<file path="src/rtl/lu_doolittle_linear_solver_defines.svh">
// Assertion macros shared by the LU solver RTL.
// Included by the top level; needs clk_i and rst_ni in the including scope.
`ifndef LU_DOOLITTLE_LINEAR_SOLVER_DEFINES_SVH
`define LU_DOOLITTLE_LINEAR_SOLVER_DEFINES_SVH

`ifndef SYNTHESIS
// Same-cycle implication.
`define LUDLS_ASSERT_NOW(lbl, ante, cons) \
  lbl: assert property (@(posedge clk_i) disable iff (!rst_ni) (ante) |-> (cons)) \
    else $error("LU solver assertion failed");
// Next-cycle implication.
`define LUDLS_ASSERT_NEXT(lbl, ante, cons) \
  lbl: assert property (@(posedge clk_i) disable iff (!rst_ni) (ante) |=> (cons)) \
    else $error("LU solver assertion failed");
`else
`define LUDLS_ASSERT_NOW(lbl, ante, cons)
`define LUDLS_ASSERT_NEXT(lbl, ante, cons)
`endif

`endif

</file>
<file path="src/rtl/ludls_pkg.sv">
// Shared types and constants of the LU linear solver.
// No dependencies; imported by every module of the block but ludls_ram.
`timescale 1ns / 1ps
package ludls_pkg;

  // Reset value of the system order register.
  localparam logic [3:0] SIZE_RESET = 4'd8;

  // Depth of the command queue between front and engine.
  localparam int QUEUE_DEPTH = 4;
  localparam int QPTR_W      = $clog2(QUEUE_DEPTH);

  // One load item as it arrives.
  typedef struct packed {
    logic               mode;
    logic [2:0]         row;
    logic [2:0]         col;
    logic signed [31:0] value;
    logic               start_req;
  } in_item_t;

  // One solution element as it leaves.
  typedef struct packed {
    logic [2:0]         index;
    logic signed [31:0] solution;
    logic               singular;
    logic               last;
  } out_item_t;

  // A classified load item: which store it goes to, and whether a solve follows.
  typedef struct packed {
    logic               wr_a;
    logic               wr_b;
    logic               start;
    logic [2:0]         row;
    logic [2:0]         col;
    logic signed [31:0] value;
  } cmd_t;

  // Request to the serial divider.
  typedef struct packed {
    logic               start;
    logic signed [47:0] num;
    logic signed [31:0] den;
  } div_req_t;

  // Answer of the serial divider.
  typedef struct packed {
    logic               done;
    logic signed [31:0] quot;
  } div_rsp_t;

endpackage

</file>
<file path="src/rtl/ludls_front.sv">
// Front end: takes load items, checks their indexes and classifies them.
// Depends on ludls_pkg; feeds ludls_fifo.
`timescale 1ns / 1ps
module ludls_front import ludls_pkg::*; #(
  parameter int MAX_ORDER = 8
) (
  input  logic     clk_i,
  input  logic     rst_ni,
  input  logic     in_valid_i,
  output logic     in_stall_o,
  input  in_item_t in_item_i,
  output logic     push_o,
  output cmd_t     cmd_o,
  input  logic     full_i
);

  logic hold_valid_q, hold_valid_d;
  cmd_t hold_q;
  logic accept;
  logic row_ok, col_ok;

  // Stall only when the holding register is full and cannot drain.
  assign in_stall_o = hold_valid_q && full_i;
  assign accept     = in_valid_i && !in_stall_o;
  assign push_o     = hold_valid_q && !full_i;
  assign cmd_o      = hold_q;

  // Entries outside the store are dropped but may still start a solve.
  assign row_ok = 32'(in_item_i.row) < MAX_ORDER;
  assign col_ok = 32'(in_item_i.col) < MAX_ORDER;

  always_comb begin
    hold_valid_d = hold_valid_q;
    if (accept) begin
      hold_valid_d = 1'b1;
    end else if (push_o) begin
      hold_valid_d = 1'b0;
    end
  end

  always_ff @(posedge clk_i or negedge rst_ni) begin
    if (!rst_ni) begin
      hold_valid_q <= 1'b0;
    end else begin
      hold_valid_q <= hold_valid_d;
    end
  end

  // Classified item register.
  always_ff @(posedge clk_i) begin
    if (accept) begin
      hold_q.wr_a  <= !in_item_i.mode && row_ok && col_ok;
      hold_q.wr_b  <= in_item_i.mode && row_ok;
      hold_q.start <= in_item_i.start_req;
      hold_q.row   <= in_item_i.row;
      hold_q.col   <= in_item_i.col;
      hold_q.value <= in_item_i.value;
    end
  end

endmodule

</file>
<file path="config.mk">
export PLATFORM = sky130hd
export DESIGN_NAME = ludls_front
export DESIGN_NICKNAME = d
export VERILOG_FILES = /design/src/rtl/lu_doolittle_linear_solver_defines.svh /design/src/rtl/ludls_pkg.sv /design/src/rtl/ludls_front.sv
export SDC_FILE = /design/constraint.sdc
export NUM_CORES = 1
export LEC_CHECK = 0
export ABC_CLOCK_PERIOD_IN_PS = 4300
export BUFFER_PORTS_ARGS = -buffer_cell sky130_fd_sc_hd__buf_4
export CELL_PAD_IN_SITES_DETAIL_PLACEMENT = 0
export CELL_PAD_IN_SITES_GLOBAL_PLACEMENT = 1
export CORE_UTILIZATION = 32
export CTS_BUF_LIST = sky130_fd_sc_hd__clkbuf_16
export CTS_CLUSTER_DIAMETER = 40
export CTS_CLUSTER_SIZE = 20
export DETAILED_ROUTE_END_ITERATION = 8
export PLACE_DENSITY = 0.86
export REMOVE_ABC_BUFFERS = 1
export SETUP_SLACK_MARGIN = 0.05
export SYNTH_ARGS = -nofsm -noshare
export SYNTH_HDL_FRONTEND = slang
export SYNTH_SLANG_ARGS = --single-unit
</file>
<file path="constraint.sdc">
create_clock -name clk_i -period 4.3 [get_ports clk_i]
set_clock_uncertainty 0.05 [all_clocks]
set_input_delay 0.645 -clock clk_i [delete_from_list [all_inputs] [get_ports clk_i]]
set_output_delay 0.645 -clock clk_i [all_outputs]
set_load 0.03 [all_outputs]
</file>
* Word level (Yosys, flattened, before mapping)
Index checks and enable logic that the tools add are counted.
** Word-level totals
- Register bits after elaboration :: 42
- Output and inout port bits :: 43
** Cells by class
- Reduce and logical (&&, ||, !) cells :: 7
- Mux-type cells :: 2
** Operators by type and width (number)
- 1-bit logical AND :: 3
- 1-bit logical NOT :: 3
- 1-bit 2-to-1 mux :: 2
- 2-bit nonzero test :: 1

* Logic depth before layout (Yosys ltp)
Gate-level depths: netlist of run 1.
- Depth after elaboration :: 4
- Gate-level depth with buffers :: 1

* Least setup slack after synthesis of run 1
No wires, ideal clock.
- Path type :: input to register
- Start point :: input port in_valid_i
- End point :: register hold_q (netlist bit cmd_o[0]), enable pin
- Arrival :: 3.669 ns
- Cell stages on the path :: 1
- Required time :: 3.747 ns
- Path slack :: 0.078 ns
- Library setup time :: 0.503 ns
- Path through :: a21boi_0
** On the way
- Word-level cells in the longest chain between the ends :: 1
** RTL lines
- from (decl) :: line ludls_front.sv:9 : input logic in_valid_i,
- 1-bit logical AND :: line ludls_front.sv:24 : assign accept = in_valid_i && !in_stall_o;
- to (decl) :: line ludls_front.sv:18 : cmd_t hold_q;
Every way passes these cells.
A chain may end at the register's enable or synchronous reset.

* Final worst setup path of run 1
- Start point :: input port full_i
- End point :: output port push_o
** On the way
- Word-level cells in the longest chain between the ends :: 2
** RTL lines
- from (decl) :: line ludls_front.sv:14 : input logic full_i
- 1-bit logical NOT :: line ludls_front.sv:25 : assign push_o = hold_valid_q && !full_i;
- 1-bit logical AND :: line ludls_front.sv:25
- to (decl) :: line ludls_front.sv:12 : output logic push_o,
Every way passes these cells.

==> metrics.txt, run 1 <==
core box area=~3800 um^2; Port Buffer Count=86; Routed WL per cell=between 10 and 15 um; DR vias/cell=just over 4; Worst VDD drop=0.262 mV; gr ovfl total=0; grt met2 use=20.1%; Syn Inst Count=47; sw frac=20.6%; Clock Power Share=between 30% and 40%; total net switching power=~210 uW; CP endpoint kind=output port; die width=65.6 um; Yosys warning total=0; ratio of final minimum period to clock period=between 40% and 50%; crit-path max FO=4; Starting Density=between 30% and 40%; antenna violations before repair=0; worst rel slew slack=62.0%; slowest CP cell=and2b_2; Reg power frac=a little under half; post-synth cell types=7; Clock Pin Slew Worst Setup and Hold Paths=roughly 60 ps; Crit path top cell by count=buf_4; Die ar.=roughly 4300 um^2; final setup vio count=0; CTS tree=built; worst skew pair latency=roughly 270 ps; fin util=approximately 58%; number of register bits inferred by synthesis=42; Max Buffers Root-to-Sink=2; Power Density=~460 nW/um^2; largest net degree at the start of global routing=25; WS Path Type=in2out; final hold violations=0; synthesized area per cell=about 27 um^2; register area share after synthesis=a little over nine tenths; fin. max-slew vios=0; CTS buffer count=5; Routed Antenna Nets=0; post_cts resized=0; status=complete, no violations; 1st-iter DRT viols=21; layout cell share with drive strength beyond 1=between 60% and 70%; GPL Wtd Cong=0.634; minimum clock period=about 1800 ps; Slew @ Worst Pin=568 ps; H-tree Lvls=2; Worst Path Required=roughly 3600 ps; CTS root buf=clkbuf_16; Hold Path Class=in2async; Die Ht=~66 um; top post-synthesis cells by area=edfxtp_1 95%, dfrtp_1 1.9%, a21o_2 0.68%; unrepaired setup endpoints after global routing=no; fin nets=between 150 and 200; Synth top area share=95.3%; combined area of all synthesized cells=1290 um^2; routed wire length=around 2.5 mm; via count=786; max incr delay on CP=between 200 and 250 ps; cell taking the most area after synthesis=edfxtp_1; met3 Track Usage GR=under 10%; Max Clock Freq=about 550 MHz; Clock Sinks=42; maxcap violations=0; Comb pwr share=approximately 12%; Post-Route Setup TNS=0 ps; ANT cells=0; Arrival @ worst endpoint=~1100 ps; M1 GR Usage=around an eighth; Total GRT Usage=about an eighth; DRC=0; global route hottest layer=met2; Area growth, synth to finish=68.6%; Lkg Pwr=approximately 0.00093 uW; vias in the first global route=between 700 and 800; Hold Buf Count CTS=0; first-pass GRT wire length=roughly 3.7 mm; drt first pass iters=4; I/O pin count=slightly below 90; CP startpoint kind=input pin; Pint=approximately 800 uW; setup bufs post-CTS=0; Rows=22; CP cell instances=buf_4, and2b_2, buf_4
[cell usage in the layout, fill, tap and decap left out]
master,instances
a21o_2,1
and2b_2,1
dfrtp_1,1
edfxtp_1,41
clkbuf_16,5
buf_4,87
and2_2,1
a21boi_4,1
inv_1,3
bufinv_16,1
[cells by family after synthesis]
logic type / after synthesis / synth area share, %
AO/OA/AOI/OAI: 2 / 1.26
buffers and inverters: 1 / 0.290
flip-flops: 42 / 97.2
AND/OR/NAND/NOR: 2 / 1.26
[critical path, delay by kind of cell]
family / cells / cell delay, ps
buf+inv: 2 / 270
simple gates: 1 / 210
[stage by stage]
stage	setup slack (ps)	power [uW]	area [um^2]	hold slack, ps	instances
after floorplan	78.2	549	1290	299	47
after global placement	2270	613	2020	377	182
after detailed placement	2220	616	2020	377	182
after CTS	2470	1020	2180	79.7	190
after global routing	2420	1040	2180	73.4	190
final	2480	1010	2180	85.8	190
[power groups by stage]
stage	Sequential (uW)	Combinational [uW]	Clock [uW]
6_report	484	122	401
5_1_grt	486	128	427
4_1_cts	484	124	410
3_5_place_dp	492	124	0
3_3_place_gp	491	122	0
2_1_floorplan	537	12.1	0
[area by class of cell]
type                            instances  area (um^2)
Fill cell                             296         1590
Sequential cell                        42         1260
Timing Repair Buffer                   87          653
Clock buffer                            5          125
Tap cell                               48         60.1
Multi-Input combinational cell          4         43.8
Clock inverter                          3         37.5
Inverter                                1         3.75
[worst paths after layout]
check	from	depth (start not counted)	to	slack, ps
worst max-delay path	full_i	3	push_o	2480
worst min-delay path	rst_ni	1	hold_valid_q$_DFFE_PN0P_	90
worst max register to register	hold_valid_q$_DFFE_PN0P_	2	cmd_o[10]$_DFFE_PP_	2580
worst min register to register	hold_valid_q$_DFFE_PN0P_	1	hold_valid_q$_DFFE_PN0P_	560
max in group asynchronous	rst_ni	1	hold_valid_q$_DFFE_PN0P_	4030
min in group clk_i	in_item_i[20]	1	cmd_o[19]$_DFFE_PP_	490
[Yosys cell counts (all sizes together)]
library cell / number
a21boi: 1
a21o: 1
and2: 1
and2b: 1
dfrtp: 1
edfxtp: 41
inv: 1
[routing by layer]
metal | part of all wire [%] | vias up | routed length, um
li1 | - | 372 | -
met1 | 33 | 350 | 853
met2 | 49 | 59 | 1260
met3 | 15 | 5 | 389
met4 | 1.7 | 0 | 43
met5 | 0 | - | 0
[sequential cells by signal, summed over array words and instances (netlist names)]
signal        cells
cmd_o            41
hold_valid_q      1
(Power assumes the default switching activity.)
==> inputs of run 2 (changes only) <==
ABC_AREA = 1   (was unset)
ABC_CLOCK_PERIOD_IN_PS = 1600   (was 4300)
CORE_UTILIZATION = 28   (was 32)
PLACE_DENSITY = 0.81   (was 0.86)
clock period = 1.6 ns   (was 4.3 ns; I/O delays follow)
==> run 2 against run 1 <==
Net effect: flip-flop and latch count unchanged; synthesized area fell by 0.39%; non-clock buffer count rose by 1; highest routed layer unchanged.
==> metrics.txt, run 2 <==
Total Power=2580 uW (was 1010 uW); async set-reset flop share out of synthesis=2.38% (unchanged); H-tree Lvls=2 (unchanged); 1st-iter DRT viols=49 (was 21); largest net degree at the start of global routing=42 (was 25); CP top delay family=flip-flops (was buffers and inverters); crit-path max FO=3 (was 4); Lkg Pwr=0.000930 uW (was 0.000933 uW); routed wire length=2.68 mm (was 2.55 mm); Buf+Inv Stages, Crit Path=2 (unchanged); CTS root buf=clkbuf_16 (unchanged); Hold Path Class=in2reg (was in2async); setup bufs post-CTS=0 (unchanged); most frequent cells in the layout=86 x buf_4, 41 x edfxtp_1, 5 x clkbuf_16 (was 87 x buf_4, 41 x edfxtp_1, 5 x clkbuf_16); Syn Inst Count=50 (was 47); fin util=49.7% (was 57.8%); slowest CP cell=dfrtp_1 (was and2b_2); Area growth, synth to finish=69.4% (was 68.6%); Reg power frac=50.4% (was 48.0%); I/O pin count=87 (unchanged); post_cts resized=0 (unchanged); Clock Sinks=42 (unchanged); unrepaired setup endpoints after global routing=no (unchanged); count leader, synth=edfxtp_1 (unchanged); Clock Power Share=36.7% (was 39.8%); layout cell share with drive strength beyond 1=65.1% (was 68.3%); total net switching power=581 uW (was 208 uW); CTS tree=built (unchanged); vias in the first global route=860 (was 784); Worst Path Required=1310 ps (was 3610 ps); Comb pwr share=12.9% (was 12.1%); Clock Pin Slew Worst Setup and Hold Paths=60 ps (about the same); Routed Antenna Nets=0 (unchanged); WS Path Type=reg2out (was in2out); ratio of final minimum period to clock period=80.2%; DRC=0 (unchanged); register area share after synthesis=97.6% (was 97.2%); number of synthesized flops with an enable pin=41 (unchanged); CP cell instances=nand2_1, inv_1, buf_4 (was buf_4, and2b_2, buf_4); DP HPWL=2.00 mm; via count=814 (was 786); final setup vio count=0 (unchanged); hold slack final=87.4 ps (was 85.8 ps); GPL Wtd Cong=0.648 (was 0.634); sw frac=22.5% (was 20.6%); status=complete, no violations (unchanged); fin cells=198 (was 190); Yosys warning total=0 (unchanged); maxcap violations=0 (unchanged); Power Density=1180 nW/um^2 (was 462 nW/um^2); fin nets=189 (was 185); WHS Path Cells=1; CTS buffer count=5 (unchanged); synthesized area per cell=25.7 um^2 (was 27.5 um^2); top post-synthesis cells by area=edfxtp_1 96%, dfrtp_1 1.9%, inv_1 1.2% (was edfxtp_1 95%, dfrtp_1 1.9%, a21o_2 0.68%); max incr delay on CP=420 ps (was 210 ps); CP endpoint kind=output port (unchanged); cell taking the most area after synthesis=edfxtp_1 (unchanged); prevailing post-synth register cell=edfxtp_1 (unchanged); Max Clock Freq=around 780 MHz; number of register bits inferred by synthesis=42 (unchanged); final hold violations=0 (unchanged); Arrival @ worst endpoint=990 ps (was 1130 ps); Die Ht=69.8 um (was 65.6 um); first-pass GRT wire length=3.99 mm (was 3.68 mm); minimum clock period=1280 ps; gr ovfl total=0 (unchanged); Worst VDD drop=0.578 mV (was 0.262 mV); Total GRT Usage=11.0% (was 12.8%); Synth top cells by count=41 x edfxtp_1, 4 x inv_1, 2 x nand2_1; max reg flops=41 (unchanged); ANT cells=0 (unchanged); Starting Density=29.4% (was 34.3%); worst r2r path cells=2 (unchanged); combined area of all synthesized cells=1290 um^2 (about the same); core box area=4380 um^2 (was 3770 um^2); antenna violations before repair=0 (unchanged); placed cells=189 (was 182); worst rel slew slack=85.2% (was 62.0%); commonest non-fill, non-tap cell in the layout=buf_4 (unchanged); Slew @ Worst Pin=222 ps (was 568 ps); die width=69.8 um (was 65.6 um); Port Buffer Count=86 (unchanged); post-synth cell types=6 (was 7); Post-Route Setup TNS=0 ps (unchanged); drt first pass iters=4 (unchanged); Synth top area share=95.6% (was 95.3%); fin. max-slew vios=0 (unchanged); CP startpoint kind=flop (was input pin); Routed WL per cell=13.5 um (was 13.4 um); worst skew pair latency=270 ps (about the same); Pint=2000 uW (was 800 uW); Max Buffers Root-to-Sink=2 (unchanged); Rows=24 (was 22); critical path depth=3 (unchanged); DR vias/cell=4.11 (was 4.14); Die ar.=4870 um^2 (was 4300 um^2)
-- run 2: cell count changes after synthesis, sizes merged --
cell / before / now
a21oi: 0 / 1
a21o: 1 / 0
and2: 1 / 0
nand2: 0 / 2
nor2: 0 / 1
a21boi: 1 / 0
and2b: 1 / 0
inv: 1 / 4
-- run 2: cells by family after synthesis --
family / Yosys count / synth area share (%)
DFF: 42 / 97.6
and+or+nand+nor: 3 / 0.875
buffers and inverters: 4 / 1.17
AOI/OAI and AO/OA: 1 / 0.388
-- run 2: final timing paths --
path / from / slack, ps / end
worst max register to register: hold_valid_q$_DFFE_PN0P_ / 400 / cmd_o[3]$_DFFE_PP_
min in group asynchronous: rst_ni / 230 / hold_valid_q$_DFFE_PN0P_
worst max-delay path: hold_valid_q$_DFFE_PN0P_ / 320 / in_stall_o
max in group asynchronous: rst_ni / 1190 / hold_valid_q$_DFFE_PN0P_
worst min-delay path: in_item_i[35] / 90 / cmd_o[34]$_DFFE_PP_
worst min register to register: hold_valid_q$_DFFE_PN0P_ / 540 / hold_valid_q$_DFFE_PN0P_
-- run 2: power by group through the flow --
stage	sequential [uW]	clock [uW]	combinational, uW
6_report	1300	946	334
5_1_grt	1300	1030	350
4_1_cts	1300	979	338
3_5_place_dp	1320	0	335
3_3_place_gp	1320	0	329
2_1_floorplan	1440	0	31.3
-- run 2: metrics by stage --
stage                     setup WS, ps  area (um^2)
final                              317         2180
after global routing               262         2180
after CTS                          303         2180
after detailed placement           401         2030
after global placement             436         2030
after floorplan                  -1300         1290
-- run 2: per-layer routing --
layer	vias to the layer above	track usage [%]	routed length, um
li1	379	-	-
met1	374	10.5	903
met2	54	19.1	1410
met3	7	5.96	317
met4	0	5.33	45
met5	-	0	0
-- run 2: layout make-up --
type / count / area, um^2
fillers: 387 / 2200
flip-flops and latches: 42 / 1260
repair buffers: 88 / 676
clock buffers: 5 / 125
well taps: 52 / 65.1
multi-input cells: 4 / 27.5
clock inverters: 3 / 16.3
inverters: 4 / 15.0
-- run 2: timing repair --
item | in CTS | in global routing
hold buffers | 1 | 0
endpoints found under the setup margin | 0 | 0
hold endpoints to repair | 1 | 0
