<file path="config.mk">
export PLATFORM = sky130hd
export DESIGN_NAME = ludls_div
export DESIGN_NICKNAME = d
export VERILOG_FILES = /design/src/rtl/lu_doolittle_linear_solver_defines.svh /design/src/rtl/ludls_pkg.sv /design/src/rtl/ludls_div.sv
export SDC_FILE = /design/constraint.sdc
export NUM_CORES = 1
export LEC_CHECK = 0
export BUFFER_PORTS_ARGS = -buffer_cell sky130_fd_sc_hd__buf_2
export CAP_MARGIN = 15
export CORE_MARGIN = 2
export CORE_UTILIZATION = 35
export DETAILED_ROUTE_END_ITERATION = 8
export SETUP_SLACK_MARGIN = 0.2
export SYNTH_ARGS = -nofsm -noshare
export SYNTH_HDL_FRONTEND = slang
export SYNTH_SLANG_ARGS = --single-unit
</file>
<file path="constraint.sdc">
create_clock -name clk_i -period 5.4 [get_ports clk_i]
set_clock_uncertainty 0.15 [all_clocks]
set_input_delay 0 -clock clk_i [delete_from_list [all_inputs] [get_ports clk_i]]
set_output_delay 0 -clock clk_i [all_outputs]
set_load 0.02 [all_outputs]
</file>
<file path="src/rtl/lu_doolittle_linear_solver_defines.svh">
// Assertion macros shared by the LU solver RTL.
// Included by the top level; needs clk_i and rst_ni in the including scope.
`ifndef LU_DOOLITTLE_LINEAR_SOLVER_DEFINES_SVH
`define LU_DOOLITTLE_LINEAR_SOLVER_DEFINES_SVH

`ifndef SYNTHESIS
// Same-cycle implication.
`define LUDLS_ASSERT_NOW(lbl, ante, cons) \
  lbl: assert property (@(posedge clk_i) disable iff (!rst_ni) (ante) |-> (cons)) \
    else $error("LU solver assertion failed");
// Next-cycle implication.
`define LUDLS_ASSERT_NEXT(lbl, ante, cons) \
  lbl: assert property (@(posedge clk_i) disable iff (!rst_ni) (ante) |=> (cons)) \
    else $error("LU solver assertion failed");
`else
`define LUDLS_ASSERT_NOW(lbl, ante, cons)
`define LUDLS_ASSERT_NEXT(lbl, ante, cons)
`endif

`endif

</file>
<file path="src/rtl/ludls_pkg.sv">
// Shared types and constants of the LU linear solver.
// No dependencies; imported by every module of the block but ludls_ram.
`timescale 1ns / 1ps
package ludls_pkg;

  // Reset value of the system order register.
  localparam logic [3:0] SIZE_RESET = 4'd8;

  // Depth of the command queue between front and engine.
  localparam int QUEUE_DEPTH = 4;
  localparam int QPTR_W      = $clog2(QUEUE_DEPTH);

  // One load item as it arrives.
  typedef struct packed {
    logic               mode;
    logic [2:0]         row;
    logic [2:0]         col;
    logic signed [31:0] value;
    logic               start_req;
  } in_item_t;

  // One solution element as it leaves.
  typedef struct packed {
    logic [2:0]         index;
    logic signed [31:0] solution;
    logic               singular;
    logic               last;
  } out_item_t;

  // A classified load item: which store it goes to, and whether a solve follows.
  typedef struct packed {
    logic               wr_a;
    logic               wr_b;
    logic               start;
    logic [2:0]         row;
    logic [2:0]         col;
    logic signed [31:0] value;
  } cmd_t;

  // Request to the serial divider.
  typedef struct packed {
    logic               start;
    logic signed [47:0] num;
    logic signed [31:0] den;
  } div_req_t;

  // Answer of the serial divider.
  typedef struct packed {
    logic               done;
    logic signed [31:0] quot;
  } div_rsp_t;

endpackage

</file>
<file path="src/rtl/ludls_div.sv">
// Serial restoring divider: (num * 2^16) / den, truncated toward zero,
// saturated to signed 32 bits. One quotient bit per cycle. Depends on ludls_pkg.
`timescale 1ns / 1ps
module ludls_div import ludls_pkg::*; (
  input  logic     clk_i,
  input  logic     rst_ni,
  input  div_req_t req_i,
  output div_rsp_t rsp_o
);

  logic        busy_q;
  logic        done_q;
  logic [6:0]  cnt_q;
  logic        neg_q;
  logic [63:0] q_q;
  logic [32:0] rem_q;
  logic [31:0] d_q;
  logic [47:0] num_abs;
  logic [31:0] den_abs;
  logic [32:0] rem_sh;
  logic        ge;

  assign num_abs = req_i.num[47] ? (~req_i.num + 48'd1) : req_i.num;
  assign den_abs = req_i.den[31] ? (~req_i.den + 32'd1) : req_i.den;

  // One restoring step.
  assign rem_sh = {rem_q[31:0], q_q[63]};
  assign ge     = rem_sh >= {1'b0, d_q};

  always_ff @(posedge clk_i or negedge rst_ni) begin
    if (!rst_ni) begin
      busy_q <= 1'b0;
      done_q <= 1'b0;
      cnt_q  <= '0;
    end else begin
      done_q <= 1'b0;
      if (req_i.start) begin
        busy_q <= 1'b1;
        cnt_q  <= 7'd64;
      end else if (busy_q) begin
        cnt_q <= cnt_q - 7'd1;
        if (cnt_q == 7'd1) begin
          busy_q <= 1'b0;
          done_q <= 1'b1;
        end
      end
    end
  end

  // Dividend shifts out at the top while quotient bits shift in.
  always_ff @(posedge clk_i) begin
    if (req_i.start) begin
      q_q   <= {num_abs, 16'd0};
      rem_q <= '0;
      d_q   <= den_abs;
      neg_q <= req_i.num[47] ^ req_i.den[31];
    end else if (busy_q) begin
      rem_q <= ge ? (rem_sh - {1'b0, d_q}) : rem_sh;
      q_q   <= {q_q[62:0], ge};
    end
  end

  // Sign and saturation of the finished quotient.
  always_comb begin
    rsp_o.done = done_q;
    if (neg_q) begin
      rsp_o.quot = (q_q > 64'd2147483648) ? 32'sh80000000 : (~q_q[31:0] + 32'd1);
    end else begin
      rsp_o.quot = (q_q > 64'd2147483647) ? 32'sh7fffffff : q_q[31:0];
    end
  end

endmodule

</file>
== Word level (Yosys, flattened, before mapping) ==
Index checks and enable logic that the tools add are counted.

* Output and inout bits: 33
* Register bits: 138
* Word-level logic and storage cells: 39
* Bits of input ports: 83

* Reductions and logical operators: 1
* Order comparisons: 3
* Muxes and demuxes: 16
* Equal/unequal tests: 1
* Add/sub/neg operators: 5
* Bitwise gates (word level): 4

{| class="wikitable"
|+ Operator list
! cell !! number
|-
| two-way mux 32 bit || 4
|-
| two-way mux 64 bit || 2
|-
| adder 32 x 1 -> 32 bit (second input constant) || 2
|-
| greater-than comparator 64 x 31 -> 1 bit (second input constant) || 1
|-
| greater-than comparator 64 x 32 -> 1 bit (second input constant) || 1
|-
| inverter 32 bit || 2
|-
| adder 48 x 1 -> 48 bit (second input constant) || 1
|-
| two-way mux 48 bit || 1
|-
| inverter 48 bit || 1
|-
| greater-or-equal comparator 33 x 32 -> 1 bit || 1
|-
| subtractor 32 bit || 1
|-
| two-way mux 31 bit || 1
|-
| two-way mux 7 bit || 2
|-
| == test 7 x 1 -> 1 bit (second input constant) || 1
|-
| subtractor 7 x 1 -> 7 bit (second input constant) || 1
|-
| two-way mux 1 bit || 6
|-
| nonzero test 2 bit || 1
|-
| XOR 1 bit || 1
|}

== Depth between registers and ports, before layout ==
Gate-level depths: netlist of run 1.

* Word-level depth: 4
* Depth in mapped cells: 13
* Gate-level depth less buffers: 11

== Least setup slack after synthesis of run 1 ==
No wires, ideal clock.

* Kind: reg-to-output
* Start point: register q_q[0]
* End point: output port rsp_o[14] (netlist name)
* Arrival: 3783 ps
* Path slack: 1467 ps
* Path buffers: 3
* Data required time: 5250 ps
* Cell stages (with the launch flop): 13
* Cells stage by stage: dfxtp_1 -> inv_1 -> ha_1 -> or3b_2 -> or4b_1 -> buf_2 -> nor4_4 -> nand3_1 -> a211o_1 -> or2_1 -> clkbuf_1 -> clkbuf_1 -> o311ai_0

{| class="wikitable"
|+ RTL lines
! item !! RTL line !! RTL
|-
| from (decl) || ludls_div.sv:15 || <nowiki>logic [63:0] q_q;</nowiki>
|-
| from (signal assigned) || ludls_div.sv:53 || <nowiki>q_q <= {num_abs, 16'd0};</nowiki>
|-
| from (signal assigned) || ludls_div.sv:59 || <nowiki>q_q <= {q_q[62:0], ge};</nowiki>
|-
| to (decl) || ludls_div.sv:8 || <nowiki>output div_rsp_t rsp_o</nowiki>
|}

==> results of run 1 <==
final timing paths:
| kind | slack [ns] | depth (start not counted) | endpoint | from |
|---|---|---|---|---|
| worst max-delay path | 0.87 | 10 | rsp_o[20] | q_q[0] |
| worst min-delay path | 0.09 | 2 | neg_q | req_i[31] |
| worst max register to register | 1.77 | 13 | rem_q[17] | d_q[1] |
| worst min register to register | 0.34 | 2 | rem_q[31] | rem_q[31] |
| max in group asynchronous | 4.35 | 3 | busy_q | rst_ni |
| min in group asynchronous | 0.42 | 3 | cnt_q[5] | rst_ni |
stage by stage:
stage          std cells  area (um2)  total power [mW]  setup slack, ns
6_report            1699       12440             4.855           0.8654
3_5_place_dp        1561       10780             3.550            1.385
4_1_cts             1699       12440             4.864           0.8922
5_1_grt             1699       12440             5.184           0.6716
2_1_floorplan       1122        9896             3.076            1.467
3_3_place_gp        1561       10780             3.533            1.418
where the power goes:
part	switching [mW]	internal [mW]	leakage, nW
Sequential	0.199	1.36	1.35
Clock	0.521	0.700	0.292
Combinational	1.15	0.924	3.48
Total	1.87	2.99	5.12
worst max-delay path: cells and delay by family, from the launching register on:
kind,cells,cell delay (ns)
fa+ha+maj,1,0.17
compound gates,2,0.94
buf+inv,2,0.33
simple gates,5,2.17
flops,1,0.34
sequential cells by signal, summed over array words and instances (netlist names):
register	count
busy_q	1
cnt_q	7
d_q	32
done_q	1
neg_q	1
q_q	64
rem_q	32
synthesized netlist by cell type, drive strengths merged, types with 5 or more instances:
cell	n
nand2	103
o21ai	97
nor2	93
edfxtp	81
xnor2	74
clkbuf	53
inv	53
dfxtp	48
a21oi	39
mux2i	38
ha	37
xor2	31
nor3	30
a211oi	26
a22o	24
nor4	23
o31ai	21
or3	18
o311ai	17
nand4	16
nor2b	13
a31oi	12
or4	12
buf	11
nand3	11
or2	11
o41ai	10
a21o	9
dfrtp	9
o21a	9
nand2b	7
a21boi	6
a32oi	6
o211ai	6
a221o	5
and2	5
nand3b	5
o211a	5
what timing repair did:
item | in CTS | in global routing
endpoints found under the hold margin | 100 | 0
setup endpoints to repair | 0 | 0
hold buffers | 106 | 0
cells in the final DEF (no fill, tap or decap), drive strengths merged, types with 38 or more instances in the layout:
cell type,instances
a21oi,39
buf,125
dfxtp,48
dlygate4sd3,106
edfxtp,81
inv,62
mux2i,38
nand2,103
nor2,93
o21ai,97
xnor2,74
routing by layer:
layer,global-route usage (%),up-vias
met4,4.567,0
met5,0,-
met1,25.35,4316
met2,28.85,280
met3,2.380,25
li1,-,4552
layout make-up:
type | instances | area share [%]
Inverter | 53 | 1.599
Clock inverter | 15 | 1.418
Multi-Input combinational cell | 867 | 46.90
Clock buffer | 17 | 3.418
Timing Repair Buffer | 231 | 13.77
Sequential cell | 138 | 29.09
Tap cell | 378 | 3.801
cell families (layout without fill, tap and decap cells):
group	after synthesis	in the layout	synth area share (%)
compound gates	321	321	22.22
xor+xnor	105	105	9.293
fa+ha+maj	38	38	4.880
buf+inv	117	316	4.539
flops	138	138	36.57
mux	40	40	4.071
simple gates	363	363	18.43
==> flow_metrics.env, run 1 <==
export IMPL_regArea_um2=3620
export IMPL_ys_types=70
export IMPL_fmax_mhz=220.5
export IMPL_p_leak_nw=5.122
export IMPL_antenna_found_initial=0
export IMPL_top_layer="met4"
export IMPL_die_area_um2=29630
export IMPL_cts_root_buffer="clkbuf_16"
export IMPL_worst_slew_pin_slew_ns=0.9710
export IMPL_portBuffers=115
export IMPL_setup_viol=0
export IMPL_cts_setup_buffers=0
export IMPL_wl_met1_um=12910
export IMPL_multi_input_area_um2=5837
export IMPL_yosysSeqAreaShare_pct=36.57
export IMPL_syn_area_per_cell_um2=8.820
export IMPL_drive_gt1_share_pct=13.78
export IMPL_p_per_area_nw_per_um2=390.1
export IMPL_async_flop_share_pct=6.522
export IMPL_netlist_top_cells_area="edfxtp_1 25%, dfxtp_1 9.7%, xnor2_1 6.5%"
export IMPL_grt_pass1_wl_um=42550
export IMPL_routed_via_density=5.399
export IMPL_hold_class="in -> reg"
export IMPL_setup_worst_path_end_class="output pin"
export IMPL_dp_hpwl_um=18220
export IMPL_ys_ff_latch=138
export IMPL_drc=0
export IMPL_min_period_ns=4.535
export IMPL_cap_violations=0
export IMPL_cts_sinks=138
export IMPL_fillers=2779
export IMPL_start_kind="flop"
export IMPL_cts_buffers=17
export IMPL_grt_max_degree=87
export IMPL_cp_max_fo=16
export IMPL_grt_util_all_layers_pct=17.91
export IMPL_hold_viol=0
export IMPL_clock_latency_ns=0.43
export IMPL_areaGrowthSynthToFinish_pct=25.76
export IMPL_cp_required_ns=5.25
export IMPL_ant_nets=0
export IMPL_cp_slowest_cell="or4b_1"
export IMPL_final_util_pct=44.79
export IMPL_final_setup_tns_ns=0
export IMPL_cts_tree="done"
export IMPL_grt_overflow_total=0
export IMPL_finalCritPeriodShare_pct=83.97
export IMPL_fin_nets=1429
export IMPL_htreeDepth=4
export IMPL_syn_nets=1243
export IMPL_critPathKind="reg -> out"
export IMPL_clock_path_buffers=2
export IMPL_drt_iter0_markers=708
export IMPL_ir_drop_v=0.0002314
export IMPL_antenna_cells=0
export IMPL_synth_edf_count=81
export IMPL_wl_um=26560
export IMPL_cts_resized_gates=0
export IMPL_ios=116
export IMPL_synth_area_um2=9896
export IMPL_slew_violations=0
export IMPL_row_count=61
export IMPL_synth_top_area_cell="edfxtp_1"
export IMPL_synthCells=1122
export IMPL_dr_pass1_iters=5
export IMPL_slowest_delay_ns=0.67
export IMPL_worstPathArrival_ns=4.38
export IMPL_wl_met2_um=11960
export IMPL_synth_ff_type="edfxtp_1"
export IMPL_synth_top_cell_area_share_pct=24.58
export IMPL_ys_warn_count=0
export IMPL_die_h_um=172.1
export IMPL_whs_ns=0.08680
export IMPL_die_x_um=172.1
export IMPL_clk_pin_slew_ns=0.07
export IMPL_design_core_area_um2=27780
export IMPL_worstPathCellList="inv_1, ha_1, or3b_2, or4b_1, nor4_4, nand3_1, a211o_1, or2_1, o311ai_0, buf_2"
export IMPL_vias=9173
export IMPL_status="complete, no violations"
export IMPL_wl_met3_um=1386
export IMPL_maxSlewHeadroom_pct=35.27
export IMPL_grt_pass1_vias=8553
export IMPL_initial_utilization_pct=35.62
export IMPL_wl_per_cell_um=15.63
export IMPL_rsz0062_at_grt="false"
export IMPL_place_gp_congestion=0.8760
Note: power is estimated with default switching activity, not from simulation.
==> run 2: changes to the inputs <==
==> constraint.sdc (replaced) <==
create_clock -name clk_i -period 3.7 [get_ports clk_i]
set_clock_uncertainty 0.15 [all_clocks]
set_input_delay 0 -clock clk_i [delete_from_list [all_inputs] [get_ports clk_i]]
set_output_delay 0 -clock clk_i [all_outputs]
set_load 0.02 [all_outputs]
==> run 2 against run 1 <==
Effect of this change:
- count of clock-buffer cells in the layout unchanged
- utilization increased by 3.0 points
- combinational power increased by 61%
- largest cell class unchanged
- cell count increased by 1.6%
- critical path depth increased by 4
- die area unchanged
==> flow_metrics.env, run 2 (synthesis results as in run 1) <==
export IMPL_cp_max_fo=6
export IMPL_initial_utilization_pct=35.62
export IMPL_p_leak_nw=5.425
export IMPL_cap_violations=0
export IMPL_crit_start="q_q[1]"
export IMPL_seq_power_share_pct=31.1
export IMPL_grt_overflow_total=0
export IMPL_worstPathCellList="inv_4, ha_4, or3b_4, or4b_4, nor4_4, nand3_1, a211o_1, buf_6, buf_12, nor2_4, buf_6, buf_12, a221o_1, buf_6"
export IMPL_vias=9395
export IMPL_wl_per_cell_um=16.03
export IMPL_ir_drop_v=0.0002875
export IMPL_p_switching_mw=2.854
export IMPL_htreeDepth=4
export IMPL_min_period_ns=3.494
export IMPL_clkPwrFrac_pct=23.3
export IMPL_largest_register_ffs=64
export IMPL_place_gp_congestion=0.8565
export IMPL_drc=0
export IMPL_slowest_delay_ns=0.51
export IMPL_fin_cells=1727
export IMPL_wl_um=27690
export IMPL_cts_root_buffer="clkbuf_16"
export IMPL_setup_viol=0
export IMPL_hold_class="in -> reg"
export IMPL_ios=116
export IMPL_maxSlewHeadroom_pct=27.73
export IMPL_worst_slew_pin_slew_ns=1.084
export IMPL_design_core_area_um2=27780
export IMPL_multi_input_area_um2=6223
export IMPL_areaGrowthSynthToFinish_pct=34.10
export IMPL_row_count=61
export IMPL_routed_via_density=5.440
export IMPL_clock_path_buffers=2
export IMPL_grt_util_all_layers_pct=18.60
export IMPL_regArea_um2=3627
export IMPL_final_setup_tns_ns=0
export IMPL_cp_slowest_cell="or4b_4"
export IMPL_p_per_area_nw_per_um2=551.3
export IMPL_worstPathArrival_ns=3.34
export IMPL_dp_cells=1578
export IMPL_die_x_um=172.1
export IMPL_fin_nets=1457
export IMPL_cts_sinks=138
export IMPL_grt_max_degree=93
export IMPL_antenna_found_initial=0
export IMPL_p_sw_share_pct=39.00
export IMPL_setup_worst_path_end_class="output pin"
export IMPL_cp_required_ns=3.55
export IMPL_grt_pass1_vias=8921
export IMPL_cts_tree="done"
export IMPL_die_area_um2=29630
export IMPL_combPwrFrac_pct=45.6
export IMPL_final_common_cell="dlygate4sd3_1"
export IMPL_start_kind="flop"
export IMPL_cts_buffers=17
export IMPL_slew_violations=0
export IMPL_hold_viol=0
export IMPL_die_h_um=172.1
export IMPL_timing_rr_start="d_q[1]"
export IMPL_largest_register="q_q"
export IMPL_hp_start="req_i[50]"
export IMPL_layout_common_cells="103 x dlygate4sd3_1, 102 x nand2_1, 90 x nor2_1, 88 x buf_2, 84 x o21ai_0"
export IMPL_final_util_pct=47.77
export IMPL_clock_latency_ns=0.42
export IMPL_dr_pass1_iters=5
export IMPL_finalCritPeriodShare_pct=94.44
export IMPL_p_int_mw=4.463
export IMPL_ant_nets=0
export IMPL_final_area_um2=13270
export IMPL_drt_iter0_markers=708
export IMPL_rsz0062_at_grt="true"
export IMPL_fillers=2627
export IMPL_dp_hpwl_um=18980
export IMPL_grt_pass1_wl_um=44490
export IMPL_fmax_mhz=286.2
export IMPL_place_area_um2=11150
export IMPL_crit_top_cell="buf_6"
export IMPL_portBuffers=115
export IMPL_status="complete, no violations"
export IMPL_reg_top3="q_q x64, d_q x32, rem_q x32"
export IMPL_clk_pin_slew_ns=0.07
export IMPL_drive_gt1_share_pct=19.20
export IMPL_critPathKind="reg -> out"
export IMPL_antenna_cells=0
run 2: cell count changes in the layout (fill, tap and decap cells not counted), sizes merged:
cell / previous run / this run
buf: 125 / 155
clkbuf: 17 / 18
inv: 62 / 61
dlygate4sd3: 106 / 103
clkinv: 2 / 4
bufinv: 2 / 1
run 2: what timing repair did:
action / in CTS / in global routing
endpoints found under the setup margin: 30 / 48
buffers inserted: 9 / 3
hold endpoints to repair: 98 / 0
cloned: 1 / 1
pin swaps: 4 / 14
hold buffers: 103 / 0
gates resized for setup: 36 / 74
run 2: layer usage:
metal	track usage (%)	wire [um]	vias to the layer above
met2	30.52	12840	273
met3	2.815	1193	19
met1	25.75	13420	4484
met5	0	0	-
met4	4.494	234	0
li1	-	-	4619
run 2: critical path: cells and delay by family (launching register included):
kind            cells  cell delay [ns]
fa+ha+maj           1             0.12
compound gates      2             0.50
buf+inv             6             0.71
simple gates        5             1.22
flops               1             0.35
run 2: path summary, 6_finish.rpt:
path / end / slack (ns) / depth (start not counted)
min in group asynchronous: cnt_q[4] / 0.43 / 3
hold reg to reg: rem_q[31] / 0.34 / 2
hold / removal: q_q[36] / 0.03 / 4
max in group asynchronous: busy_q / 2.63 / 3
setup reg to reg: rem_q[12] / 0.43 / 12
setup / recovery: rsp_o[22] / 0.21 / 14
run 2: per-stage QoR:
| step | hold slack (ns) | power [mW] | setup slack (ns) |
|---|---|---|---|
| detailed placement | -0.2852 | 5.341 | 0.2403 |
| CTS | 0.004663 | 7.250 | 0.1606 |
| global placement | -0.2873 | 5.327 | 0.2833 |
| finish | 0.03202 | 7.316 | 0.2056 |
| global route | 0.03891 | 7.812 | 0.02899 |
| floorplan | -0.4456 | 4.567 | 0.2025 |
run 2: power groups by stage:
stage	sequential, mW	clock (mW)	combinational, mW
floorplan	2.20	0	2.36
global placement	2.29	0	3.04
detailed placement	2.30	0	3.04
CTS	2.27	1.76	3.22
global route	2.32	1.81	3.68
finish	2.28	1.71	3.33
run 2: final cells by class:
class	instances	share of cell area (%)
Sequential cell	138	27.33
Timing Repair Buffer	259	16.28
Clock buffer	17	3.206
Clock inverter	15	1.179
Multi-Input combinational cell	867	46.90
Tap cell	378	3.564
Inverter	53	1.537
