## config.mk

```make
export PLATFORM = sky130hd
export DESIGN_NAME = ludls_fifo
export DESIGN_NICKNAME = d
export VERILOG_FILES = /design/src/rtl/lu_doolittle_linear_solver_defines.svh /design/src/rtl/ludls_pkg.sv /design/src/rtl/ludls_fifo.sv
export SDC_FILE = /design/constraint.sdc
export NUM_CORES = 1
export LEC_CHECK = 0
export ABC_CLOCK_PERIOD_IN_PS = 4430
export BUFFER_PORTS_ARGS = -buffer_cell sky130_fd_sc_hd__buf_4
export CAP_MARGIN = 20
export CORE_MARGIN = 3
export CORE_UTILIZATION = 57
export DETAILED_ROUTE_END_ITERATION = 10
export PLACE_DENSITY = 0.82
export REMOVE_ABC_BUFFERS = 1
export SYNTH_ARGS = -nofsm -noshare
export SYNTH_HDL_FRONTEND = slang
export SYNTH_SLANG_ARGS = --single-unit
```

## constraint.sdc

```tcl
create_clock -name clk_i -period 4.43 [get_ports clk_i]
set_input_delay 0.443 -clock clk_i [delete_from_list [all_inputs] [get_ports clk_i]]
set_output_delay 0.443 -clock clk_i [all_outputs]
set_load 0.01 [all_outputs]
```

## src/rtl/lu_doolittle_linear_solver_defines.svh

```systemverilog
// Assertion macros shared by the LU solver RTL.
// Included by the top level; needs clk_i and rst_ni in the including scope.
`ifndef LU_DOOLITTLE_LINEAR_SOLVER_DEFINES_SVH
`define LU_DOOLITTLE_LINEAR_SOLVER_DEFINES_SVH

`ifndef SYNTHESIS
// Same-cycle implication.
`define LUDLS_ASSERT_NOW(lbl, ante, cons) \
  lbl: assert property (@(posedge clk_i) disable iff (!rst_ni) (ante) |-> (cons)) \
    else $error("LU solver assertion failed");
// Next-cycle implication.
`define LUDLS_ASSERT_NEXT(lbl, ante, cons) \
  lbl: assert property (@(posedge clk_i) disable iff (!rst_ni) (ante) |=> (cons)) \
    else $error("LU solver assertion failed");
`else
`define LUDLS_ASSERT_NOW(lbl, ante, cons)
`define LUDLS_ASSERT_NEXT(lbl, ante, cons)
`endif

`endif

```

## src/rtl/ludls_pkg.sv

```systemverilog
// Shared types and constants of the LU linear solver.
// No dependencies; imported by every module of the block but ludls_ram.
`timescale 1ns / 1ps
package ludls_pkg;

  // Reset value of the system order register.
  localparam logic [3:0] SIZE_RESET = 4'd8;

  // Depth of the command queue between front and engine.
  localparam int QUEUE_DEPTH = 4;
  localparam int QPTR_W      = $clog2(QUEUE_DEPTH);

  // One load item as it arrives.
  typedef struct packed {
    logic               mode;
    logic [2:0]         row;
    logic [2:0]         col;
    logic signed [31:0] value;
    logic               start_req;
  } in_item_t;

  // One solution element as it leaves.
  typedef struct packed {
    logic [2:0]         index;
    logic signed [31:0] solution;
    logic               singular;
    logic               last;
  } out_item_t;

  // A classified load item: which store it goes to, and whether a solve follows.
  typedef struct packed {
    logic               wr_a;
    logic               wr_b;
    logic               start;
    logic [2:0]         row;
    logic [2:0]         col;
    logic signed [31:0] value;
  } cmd_t;

  // Request to the serial divider.
  typedef struct packed {
    logic               start;
    logic signed [47:0] num;
    logic signed [31:0] den;
  } div_req_t;

  // Answer of the serial divider.
  typedef struct packed {
    logic               done;
    logic signed [31:0] quot;
  } div_rsp_t;

endpackage

```

## src/rtl/ludls_fifo.sv

```systemverilog
// Short command queue between the front end and the solve engine.
// Depends on ludls_pkg.
`timescale 1ns / 1ps
module ludls_fifo import ludls_pkg::*; (
  input  logic clk_i,
  input  logic rst_ni,
  input  logic push_i,
  input  cmd_t data_i,
  output logic full_o,
  input  logic pop_i,
  output cmd_t data_o,
  output logic empty_o
);

  cmd_t              mem_q [QUEUE_DEPTH];
  logic [QPTR_W-1:0] wr_ptr_q, rd_ptr_q;
  logic [QPTR_W:0]   cnt_q, cnt_d;

  assign full_o  = cnt_q == (QPTR_W + 1)'(QUEUE_DEPTH);
  assign empty_o = cnt_q == '0;
  assign data_o  = mem_q[rd_ptr_q];

  // Occupancy follows pushes and pops.
  always_comb begin
    cnt_d = cnt_q;
    if (push_i && !pop_i) begin
      cnt_d = cnt_q + 1'b1;
    end else if (pop_i && !push_i) begin
      cnt_d = cnt_q - 1'b1;
    end
  end

  always_ff @(posedge clk_i or negedge rst_ni) begin
    if (!rst_ni) begin
      wr_ptr_q <= '0;
      rd_ptr_q <= '0;
      cnt_q    <= '0;
    end else begin
      cnt_q <= cnt_d;
      if (push_i) begin
        wr_ptr_q <= wr_ptr_q + 1'b1;
      end
      if (pop_i) begin
        rd_ptr_q <= rd_ptr_q + 1'b1;
      end
    end
  end

  // Storage.
  always_ff @(posedge clk_i) begin
    if (push_i) begin
      mem_q[wr_ptr_q] <= data_i;
    end
  end

endmodule

```

Word level (Yosys, flattened, before mapping)
Memories as Yosys holds them, arrays and structs flattened.
Cells that the tools add are included.
{ "word_totals": {"in_bits": 45, "out_inout_bits": 43, "wordCells": 19, "latchBits": 0, "mem_count": 1, "ff_bits": 7, "rom_bits": 0, "mem_bits_rw": 164} }
{ "mem_list": {"columns": ["name", "words", "word_bits", "rd", "rd_clocked_by_memory_dff", "write_ports", "line", "rtl"], "rows": [
  ["mem_q", 4, 41, 1, 0, 1, "ludls_fifo.sv:15", "cmd_t mem_q [QUEUE_DEPTH];"]
]} }
{ "op_classes": {"reduce_logical": 6, "n_shift": 0, "eq_ne": 1, "n_mux": 4, "n_div": 0, "n_bitwise": 0, "n_lt_le_gt_ge": 0, "addsub": 4, "n_mul": 0} }
{ "ops": {"columns": ["op", "n"], "rows": [
  ["$mux 3", 2],
  ["$add 2x1->2 const B", 2],
  ["$add 3x1->3 const B", 1],
  ["$eq 3x3->1 const B", 1],
  ["$logic_not 3->1", 1],
  ["$sub 3x1->3 const B", 1],
  ["$logic_and 1x1->1", 2],
  ["$logic_not 1->1", 2],
  ["$mux 1", 2],
  ["$reduce_bool 2->1", 1]
]} }

Depth between registers and ports, before layout
Gate-level depths: netlist (run 1).
{ "depth": {"word_depth": 4, "depth_mapped": 7, "depth_no_buf": 7} }

Worst setup path before layout (run 1)
Ideal clock, no wire load.
{ "synth_timing": {"kind": "reg-to-reg", "from": "reg wr_ptr_q[0]", "to": "mem mem_q[2][0] (netlist bit) (enable)", "setup_slack_ns": 2.416, "synth_period_minus_slack_ns": 2.014, "n_path_buf": 0, "setup_time_ns": 0.402, "required_ns": 4.028, "stages_incl_launch_ff": 4, "t_arrival_ns": 1.612, "path_cell_list": "dfrtp_1 > inv_1 > ha_1 > and2_1"} }
{ "synth_rtl": {"columns": ["element", "line", "rtl"], "rows": [
  ["from (decl)", "ludls_fifo.sv:16", "logic [QPTR_W-1:0] wr_ptr_q, rd_ptr_q;"],
  ["from (signal assigned)", "ludls_fifo.sv:41", "wr_ptr_q <= wr_ptr_q + 1'b1;"],
  ["to (decl)", "ludls_fifo.sv:15", null]
]} }
Straight into the memory's write port.

==> results list, run 1 <==
* Number of cells traversed by the worst register-to-register path: 4
- Gates resized during post-CTS repair numbered 0.
- Number of filler cells placed in the layout: 615
* Max stage delay cell, worst path: dfrtp_4
* First-pass iteration count of the detailed router: 6
- Clock tree synthesis inserted a total of 17 buffers.
- Across the routed clock network, the largest skew measured is 0.004971 ns.
- The repair_antennas step left the layout with diodes totalling 0.
* Total length of routed wires: 10470 um
- Worst path cell trace: mux4_1 > buf_4
* Worst relative slew slack: 0.3112
* Detailed-route vias per instance: 5.669
- The clock reaches the later pin of the worst-skew pair after 0.52 ns.
- Max Root-Sink Buffers: 2
* Die outline height: 111.7 um
- Along the worst hold path, the cell count comes to 1.
- The worst setup path is launched from a register.
* Number of instances in the synthesized netlist: 249
* Final count of negative-setup-slack endpoints: 0
- After synthesis, the share of flip-flops with an asynchronous set or reset is 0.04094.
- Post-synthesis instance area: 6365 um2
- Crit path time final: 2.752 ns
- Path type of the worst setup path: register to output port
- Hold path endpoint: mem_q[2][36]
* Depth of the CTS H-tree: 4
- Worst Slack Setup Final: 1.678 ns
- Layout-stage area growth over the synthesis result: 20.97%
* Total Die Area: 12470 um2
- Tracing the worst setup path back leads to its startpoint at rd_ptr_q[0].
* Run status: finished clean
- In this run the count of I/O pins placed on the die edge is 88.
* Number of enable-type register cells in the synthesized netlist: 164
- TritonCTS built the clock tree.
* Share of Yosys cell area claimed by the top area cell type: 0.7737
- By area, the combinational part of the netlist is dominated by multiplexers.
- Required time of the critical path: 3.99 ns
- Entering global routing, the biggest net connects 44 pins.
* Met1 usage in global routing: 0.2251
* Post-synth top area cell: edfxtp_1
* Final Hold Vio Count: 0
- Final cycle utilization of the critical path: 0.6213
* Transition time at the pin with the least slew margin: 1.033 ns
- The fraction of the mapped netlist area in compound gates came to 0.0007863.
- The congestion estimate from routability-driven global placement came to 0.6499.
- In this run the static leakage power is 2.678 nW.
- Maximum fanout count along the critical path: 43
* Leading cell type by number of instances after synthesis: edfxtp_1
- Yosys mapped the design onto 20 distinct sky130hd cell types.
- The via count of the first global-routing pass is 3168.
* Standard cell core area: 10600 um2
* DRC marker count from the first detailed-route iteration: 175
- Sequential fraction of the synthesis area: 0.8013
- Avg Synthesized Cell Area: 25.56 um2
- Of the total synthesized cell area, the portion taken by XOR and XNOR cells is 0.008256.
- Placed wire-length estimate after detailed placement: 5886 um
- The number of placed instances, taps included, is 463.
- CTS saw 171 sinks.
- Site row count: 37
* Effective utilization at floorplan: 0.6004
* Unrepaired setup endpoints after global routing: no
- The min-delay analysis places its worst path in the category input port to register.
* Routed wirelength normalized by instance count: 20.97 um
- Total number of vias: 2829
- Total negative slack: 0 ns
* Power density over cell area: 653.0 nW/um2
- Peak Freq: 363.3 MHz
* Clk Tree Root Cell: clkbuf_8
- Max VDD drop: 0.3767 mV
- Port buffering added 87 buffers.
- The commonest cells after synthesis are edfxtp_1, mux4_2, dfrtp_1.
- By area the synthesized netlist is led by edfxtp_1, mux4_2, dfrtp_1.
* Share of synthesized area spent on multiplexers: 0.1486
- Flop and latch count out of synthesis: 171
- Count of synthesis-stage warnings from yosys: 0
- The count of pins over their slew limit came to 0.
- Of the total synthesized cell area, the portion taken by AND, OR, NAND and NOR gates is 0.007667.
- The detail route stage leaves a number of antenna-violating nets equal to 0.
- The number of antenna violations at the first check in global routing came to 0.
* Type of destination of the critical path: output port
- Crit Reg-Reg Endpoint: mem_q[1][8]
- The worst hold path begins at data_i[36].
- Proportion of layout cells with a drive suffix above 1: 0.4573
- Of the total synthesized cell area, the portion taken by full adders, half adders and majority gates is 0.01297.
* Layer carrying the most global-route usage: met2
- Data arrival time at the worst-slack endpoint: 2.31 ns
- The total overflow left after global routing is 0.
- CTS clock-pin slew for the worst setup and hold paths: 0.07 ns
* Minimum setup slack after placement: 2.146 ns
- The die is 111.7 um wide.
* Number of design rule violations left after detail routing: 0
- Met2 demand-to-capacity share in global routing: 0.2994
* Met3 usage: 0.05924
- Aggregate global-route resource usage: 0.1826
- Number of nets in the final layout: 401
- The first global-routing pass estimated 16910 um of wire.
* Filler-free cell count of the finished design: 499
* Primary FF master, synth: edfxtp_1
- Start of the worst register-to-register path: wr_ptr_q[1]
- Delay of the slowest cell on the worst path: 0.97 ns
* Max capacitance violation total: 0
* R2R Setup Slk: 2.69 ns
registers in the layout, summed over array words and instances (netlist names):
register / count
mem_q: 164
cnt_q: 3
wr_ptr_q: 2
rd_ptr_q: 2
stage by stage:
stage          area [um2]  hold slack (ns)  power, W    util
2_1_floorplan        6250           0.1474  0.003122       -
3_3_place_gp         7083           0.2577  0.003735  0.6681
3_5_place_dp         7103           0.2602  0.003794  0.6700
4_1_cts              7632          0.08417  0.005078  0.7199
5_1_grt              7700          0.08662  0.005277  0.7263
6_report             7700           0.1096  0.005028  0.7263
where the power goes:
part / internal (W) / switching, W / total [W] / leakage [nW]
logic: 0.000797 / 0.000564 / 0.00136 / 0.847
registers: 0.00212 / 0.000271 / 0.00239 / 1.59
clock network: 0.000691 / 0.000585 / 0.00128 / 0.245
total: 0.00361 / 0.00142 / 0.00503 / 2.68
placed cells by master, fill, tap and decap left out, drive strengths merged, types with 2 or more instances in the layout:
cell type	count
clkinv	7
and2	4
clkbuf	19
dfrtp	7
edfxtp	164
mux4	41
buf	91
xnor2	2
ha	5
nand2	2
clkinvlp	4
xor2	4
inv	6
area by class of cell:
cell class                      instances  area (um2)  share of cell area
Clock buffer                           19       421.7             0.05476
Clock inverter                         13       97.59             0.01267
Inverter                                4       15.01            0.001950
Multi-Input combinational cell         64        1140              0.1480
Sequential cell                       171        5105              0.6630
Tap cell                              136       170.2             0.02210
Timing Repair Buffer                   92       750.7             0.09750
kinds of logic (layout without fill, tap and decap cells):
kind of cell	after synthesis	after routing
flops	171	171
compound gates	1	1
buf+inv	14	128
xor+xnor	6	6
mux	42	42
fa+ha+maj	6	6
simple gates	9	9
critical path: cells and delay by family (launching register included):
family	cells	cell delay, ns
flops	1	0.97
buf+inv	1	0.16
mux	1	0.64
metal layers:
layer / routed length, um / vias up
met5: 0 / -
met4: 190 / 0
met1: 4373 / 1474
li1: - / 1252
met2: 5251 / 84
met3: 650 / 19
worst max-delay path by stage:
stage,to,depth (start not counted)
global route,data_o[28],2
CTS,data_o[28],2
finish,data_o[28],2
floorplan,data_o[28],1
global placement,data_o[28],2
detailed placement,data_o[28],2
what timing repair did:
action | in CTS | in global routing
endpoints found under the hold margin | 7 | 0
hold buffers | 1 | 0
setup buffers | 0 | 0
Note: power is estimated with default switching activity, not from simulation.
==> inputs of run 2 (changes only) <==
--- a/config.mk
+++ b/config.mk
@@ -5,7 +5,7 @@
 export SDC_FILE = /design/constraint.sdc
 export NUM_CORES = 1
 export LEC_CHECK = 0
-export ABC_CLOCK_PERIOD_IN_PS = 4430
+export ABC_CLOCK_PERIOD_IN_PS = 2700
 export BUFFER_PORTS_ARGS = -buffer_cell sky130_fd_sc_hd__buf_4
 export CAP_MARGIN = 20
 export CORE_MARGIN = 3
==> constraint.sdc (replaced) <==
create_clock -name clk_i -period 2.7 [get_ports clk_i]
set_input_delay 0.27 -clock clk_i [delete_from_list [all_inputs] [get_ports clk_i]]
set_output_delay 0.27 -clock clk_i [all_outputs]
set_load 0.01 [all_outputs]
==> run 2 against run 1 <==
Net effect:
- sequential power rose by 56%
- largest power group unchanged
- cell count rose by 9.0%
- largest cell class unchanged
- routed wire length rose by 9.2%
==> results list, run 2 (synthesis results as in run 1) <==
- Run status: finished clean (unchanged)
- Most used cells in the layout excluding fill and tap cells: edfxtp_1, buf_4, dlygate4sd3_1 (was edfxtp_1, buf_4, mux4_2).
- Setup fix buffers added after clock tree synthesis: 0 (unchanged)
- Max stage delay cell, worst path: dfrtp_4 (unchanged)
- The critical path data arrival time was 2.23 ns (was 2.31 ns).
* Clk Tree Root Cell: clkbuf_8 (unchanged)
* Max VDD drop: 0.5731 mV (was 0.3767 mV)
- Crit path time final: 2.501 ns
- Post-route cell area: 8199 um2 (was 7700 um2)
- Post-layout total power: 0.008527 W (was 0.005028 W)
- Largest net degree at the start of global routing: 36 (was 44)
* Max capacitance violation total: 0 (unchanged)
- # hold bufs at CTS: 44 (was 1)
* Flip-flop count of the largest register after layout: 164 (unchanged)
* Delay of the slowest cell on the worst path: 0.62 ns (was 0.97 ns)
* Final count of negative-setup-slack endpoints: 0 (unchanged)
* Final slew viol count: 0 (unchanged)
- Power density over cell area: 1040 nW/um2 (was 653.0 nW/um2)
* Required time of the critical path: 2.43 ns (was 3.99 ns)
- Final cycle utilization of the critical path: 0.9264
* CTS resizes: 0 (unchanged)
- Antenna diodes: 0 (unchanged)
* Aggregate global-route resource usage: 0.1999 (was 0.1826)
- The tightest slew margin relative to the limit was 0.5845 (was 0.3112).
* Unrepaired setup endpoints after global routing: no (unchanged)
* Number of top-level design ports: 88 (unchanged)
* Global-route wire length before repair: 18460 um (was 16910 um)
- The core region area came to 10600 um2 (unchanged).
- The sequential cell area in the final layout was 5105 um2 (unchanged).
* Total number of vias: 3029 (was 2829)
- The total detailed-routing wirelength came to 11430 um (was 10470 um).
* Maximum fanout count along the critical path: 28 (was 43)
- Total cell area at the placement stage: 7203 um2 (was 7103 um2)
- The startpoint kind of the worst setup timing path is a register (unchanged).
- The count of buffers from port buffering came to 87 (unchanged).
- Hold crit path type: input port to async pin (was input port to register)
- The number of sinks handled by clock tree synthesis was 171 (unchanged).
- Final Hold Vio Count: 0 (unchanged)
- Number of design rule violations left after detail routing: 0 (unchanged)
- Footprint of the multi-input gates: 1140 um2 (unchanged)
- Post-DRT Antenna Nets: 0 (unchanged)
* Horiz. Die Dim: 111.7 um (unchanged)
- The start-to-end type of the worst setup path is register to output port (unchanged).
- The die outline area came to 12470 um2 (unchanged).
- Detailed-route vias per instance: 5.568 (was 5.669)
- First-pass iteration count of the detailed router: 4 (was 6)
- The type of destination of the critical path is an output port (unchanged).
* Total congestion overflow: 0 (unchanged)
- Transition time at the pin with the least slew margin: 0.6233 ns (was 1.033 ns)
- Top reg by flops: mem_q (unchanged)
- The first element of the critical path is rd_ptr_q[0] (unchanged).
- The number of antenna violations at the first check in global routing is 0 (unchanged).
- Worst Path Buf+Inv: 2 (was 1)
* Clock tree from TritonCTS: built (unchanged)
- Site row count: 37 (unchanged)
- Peak Freq: 399.8 MHz
- The area growth from synthesis to final layout was 28.82% (was 20.97%).
* Worst path cell trace: buf_12 > mux4_2 > buf_4 (was mux4_1 > buf_4)
- Max Root-Sink Buffers: 2 (unchanged)
- Placed wire-length estimate after detailed placement: 6560 um (was 5886 um)
* Most common cell after layout, fill and taps aside: edfxtp_1 (unchanged)
* CTS clock-pin slew for the worst setup and hold paths: 0.06 ns (was 0.07 ns)
- Number of nets in the final layout: 446 (was 401)
- Worst Slack Setup Final: 0.1987 ns (was 1.678 ns)
* Routed wirelength normalized by instance count: 21.01 um (was 20.97 um)
- The number of H-tree levels is 4 (unchanged).
* Die outline height: 111.7 um (unchanged)
- Biggest regs: mem_q (164), cnt_q (3) (unchanged).
- Start of the worst register-to-register path: wr_ptr_q[0] (was wr_ptr_q[1])
- The family of cells with the greatest summed delay on the critical path was flip-flops (unchanged).
- Leakage Power: 2.895 nW (was 2.678 nW)
* Number of buffers created by CTS: 17 (unchanged)
- Setup clock skew after layout: 0.01049 ns (was 0.004971 ns)
- Via count of the first global-routing pass: 3285 (was 3168)
- The setup slack after placement is 0.7567 ns (was 2.146 ns).
* Number of filler cells placed in the layout: 528 (was 615)
- Hold Worst Slack: 0.09090 ns (was 0.1096 ns)
- The starting density of the core is 0.6004 (unchanged).
- The layout cell share with drive strength beyond 1 was 0.4142 (was 0.4573).
* DRC marker count from the first detailed-route iteration: 196 (was 175)
- The final weighted congestion of routability-driven global placement was 0.6903 (was 0.6499).
* Insertion delay to the later sink of the worst-skew pair: 0.52 ns (about the same)
run 2: metrics by stage:
stage / setup TNS (ns) / instances / utilization
global placement: 0 / 468 / 0.6795
global route: 0 / 544 / 0.7734
detailed placement: 0 / 468 / 0.6795
finish: 0 / 544 / 0.7734
floorplan: -0.1254 / 239 / -
CTS: 0 / 544 / 0.7734
run 2: metal layers:
metal / vias to the layer above / wire length (um) / global-route usage
met3: 14 / 644 / 0.05163
met1: 1553 / 4813 / 0.2717
met5: - / 0 / 0
met4: 0 / 242 / 0.08597
met2: 116 / 5728 / 0.3125
li1: 1346 / - / -
run 2: path summary, 6_finish.rpt:
kind	end	slack, ns	cells after the start
max reg2reg	mem_q[2][8]	0.92	4
min in group clk_i	cnt_q[2]	0.48	1
min	cnt_q[1]	0.09	2
min reg2reg	cnt_q[2]	0.48	1
max in group asynchronous	rd_ptr_q[0]	2.47	2
max	data_o[7]	0.20	3
run 2: area by class of cell:
type                            instances  area share
Sequential cell                       171      0.6226
Timing Repair Buffer                  137      0.1480
Multi-Input combinational cell         64      0.1390
Tap cell                              136     0.02075
Clock inverter                         15     0.01724
Inverter                                4    0.001831
Clock buffer                           17     0.05051
run 2: worst register-to-register path: stages, from the launching register on:
cell and delay (ns):
dfrtp_1 0.42, inv_1 0.11, ha_1 0.14, and2_2 0.54
buf_12 0.26
run 2: power breakdown:
part / switching [W] / internal (W)
clock: 0.000989 / 0.00124
sequential: 0.000255 / 0.00348
combinational: 0.00117 / 0.00139
total: 0.00241 / 0.00611
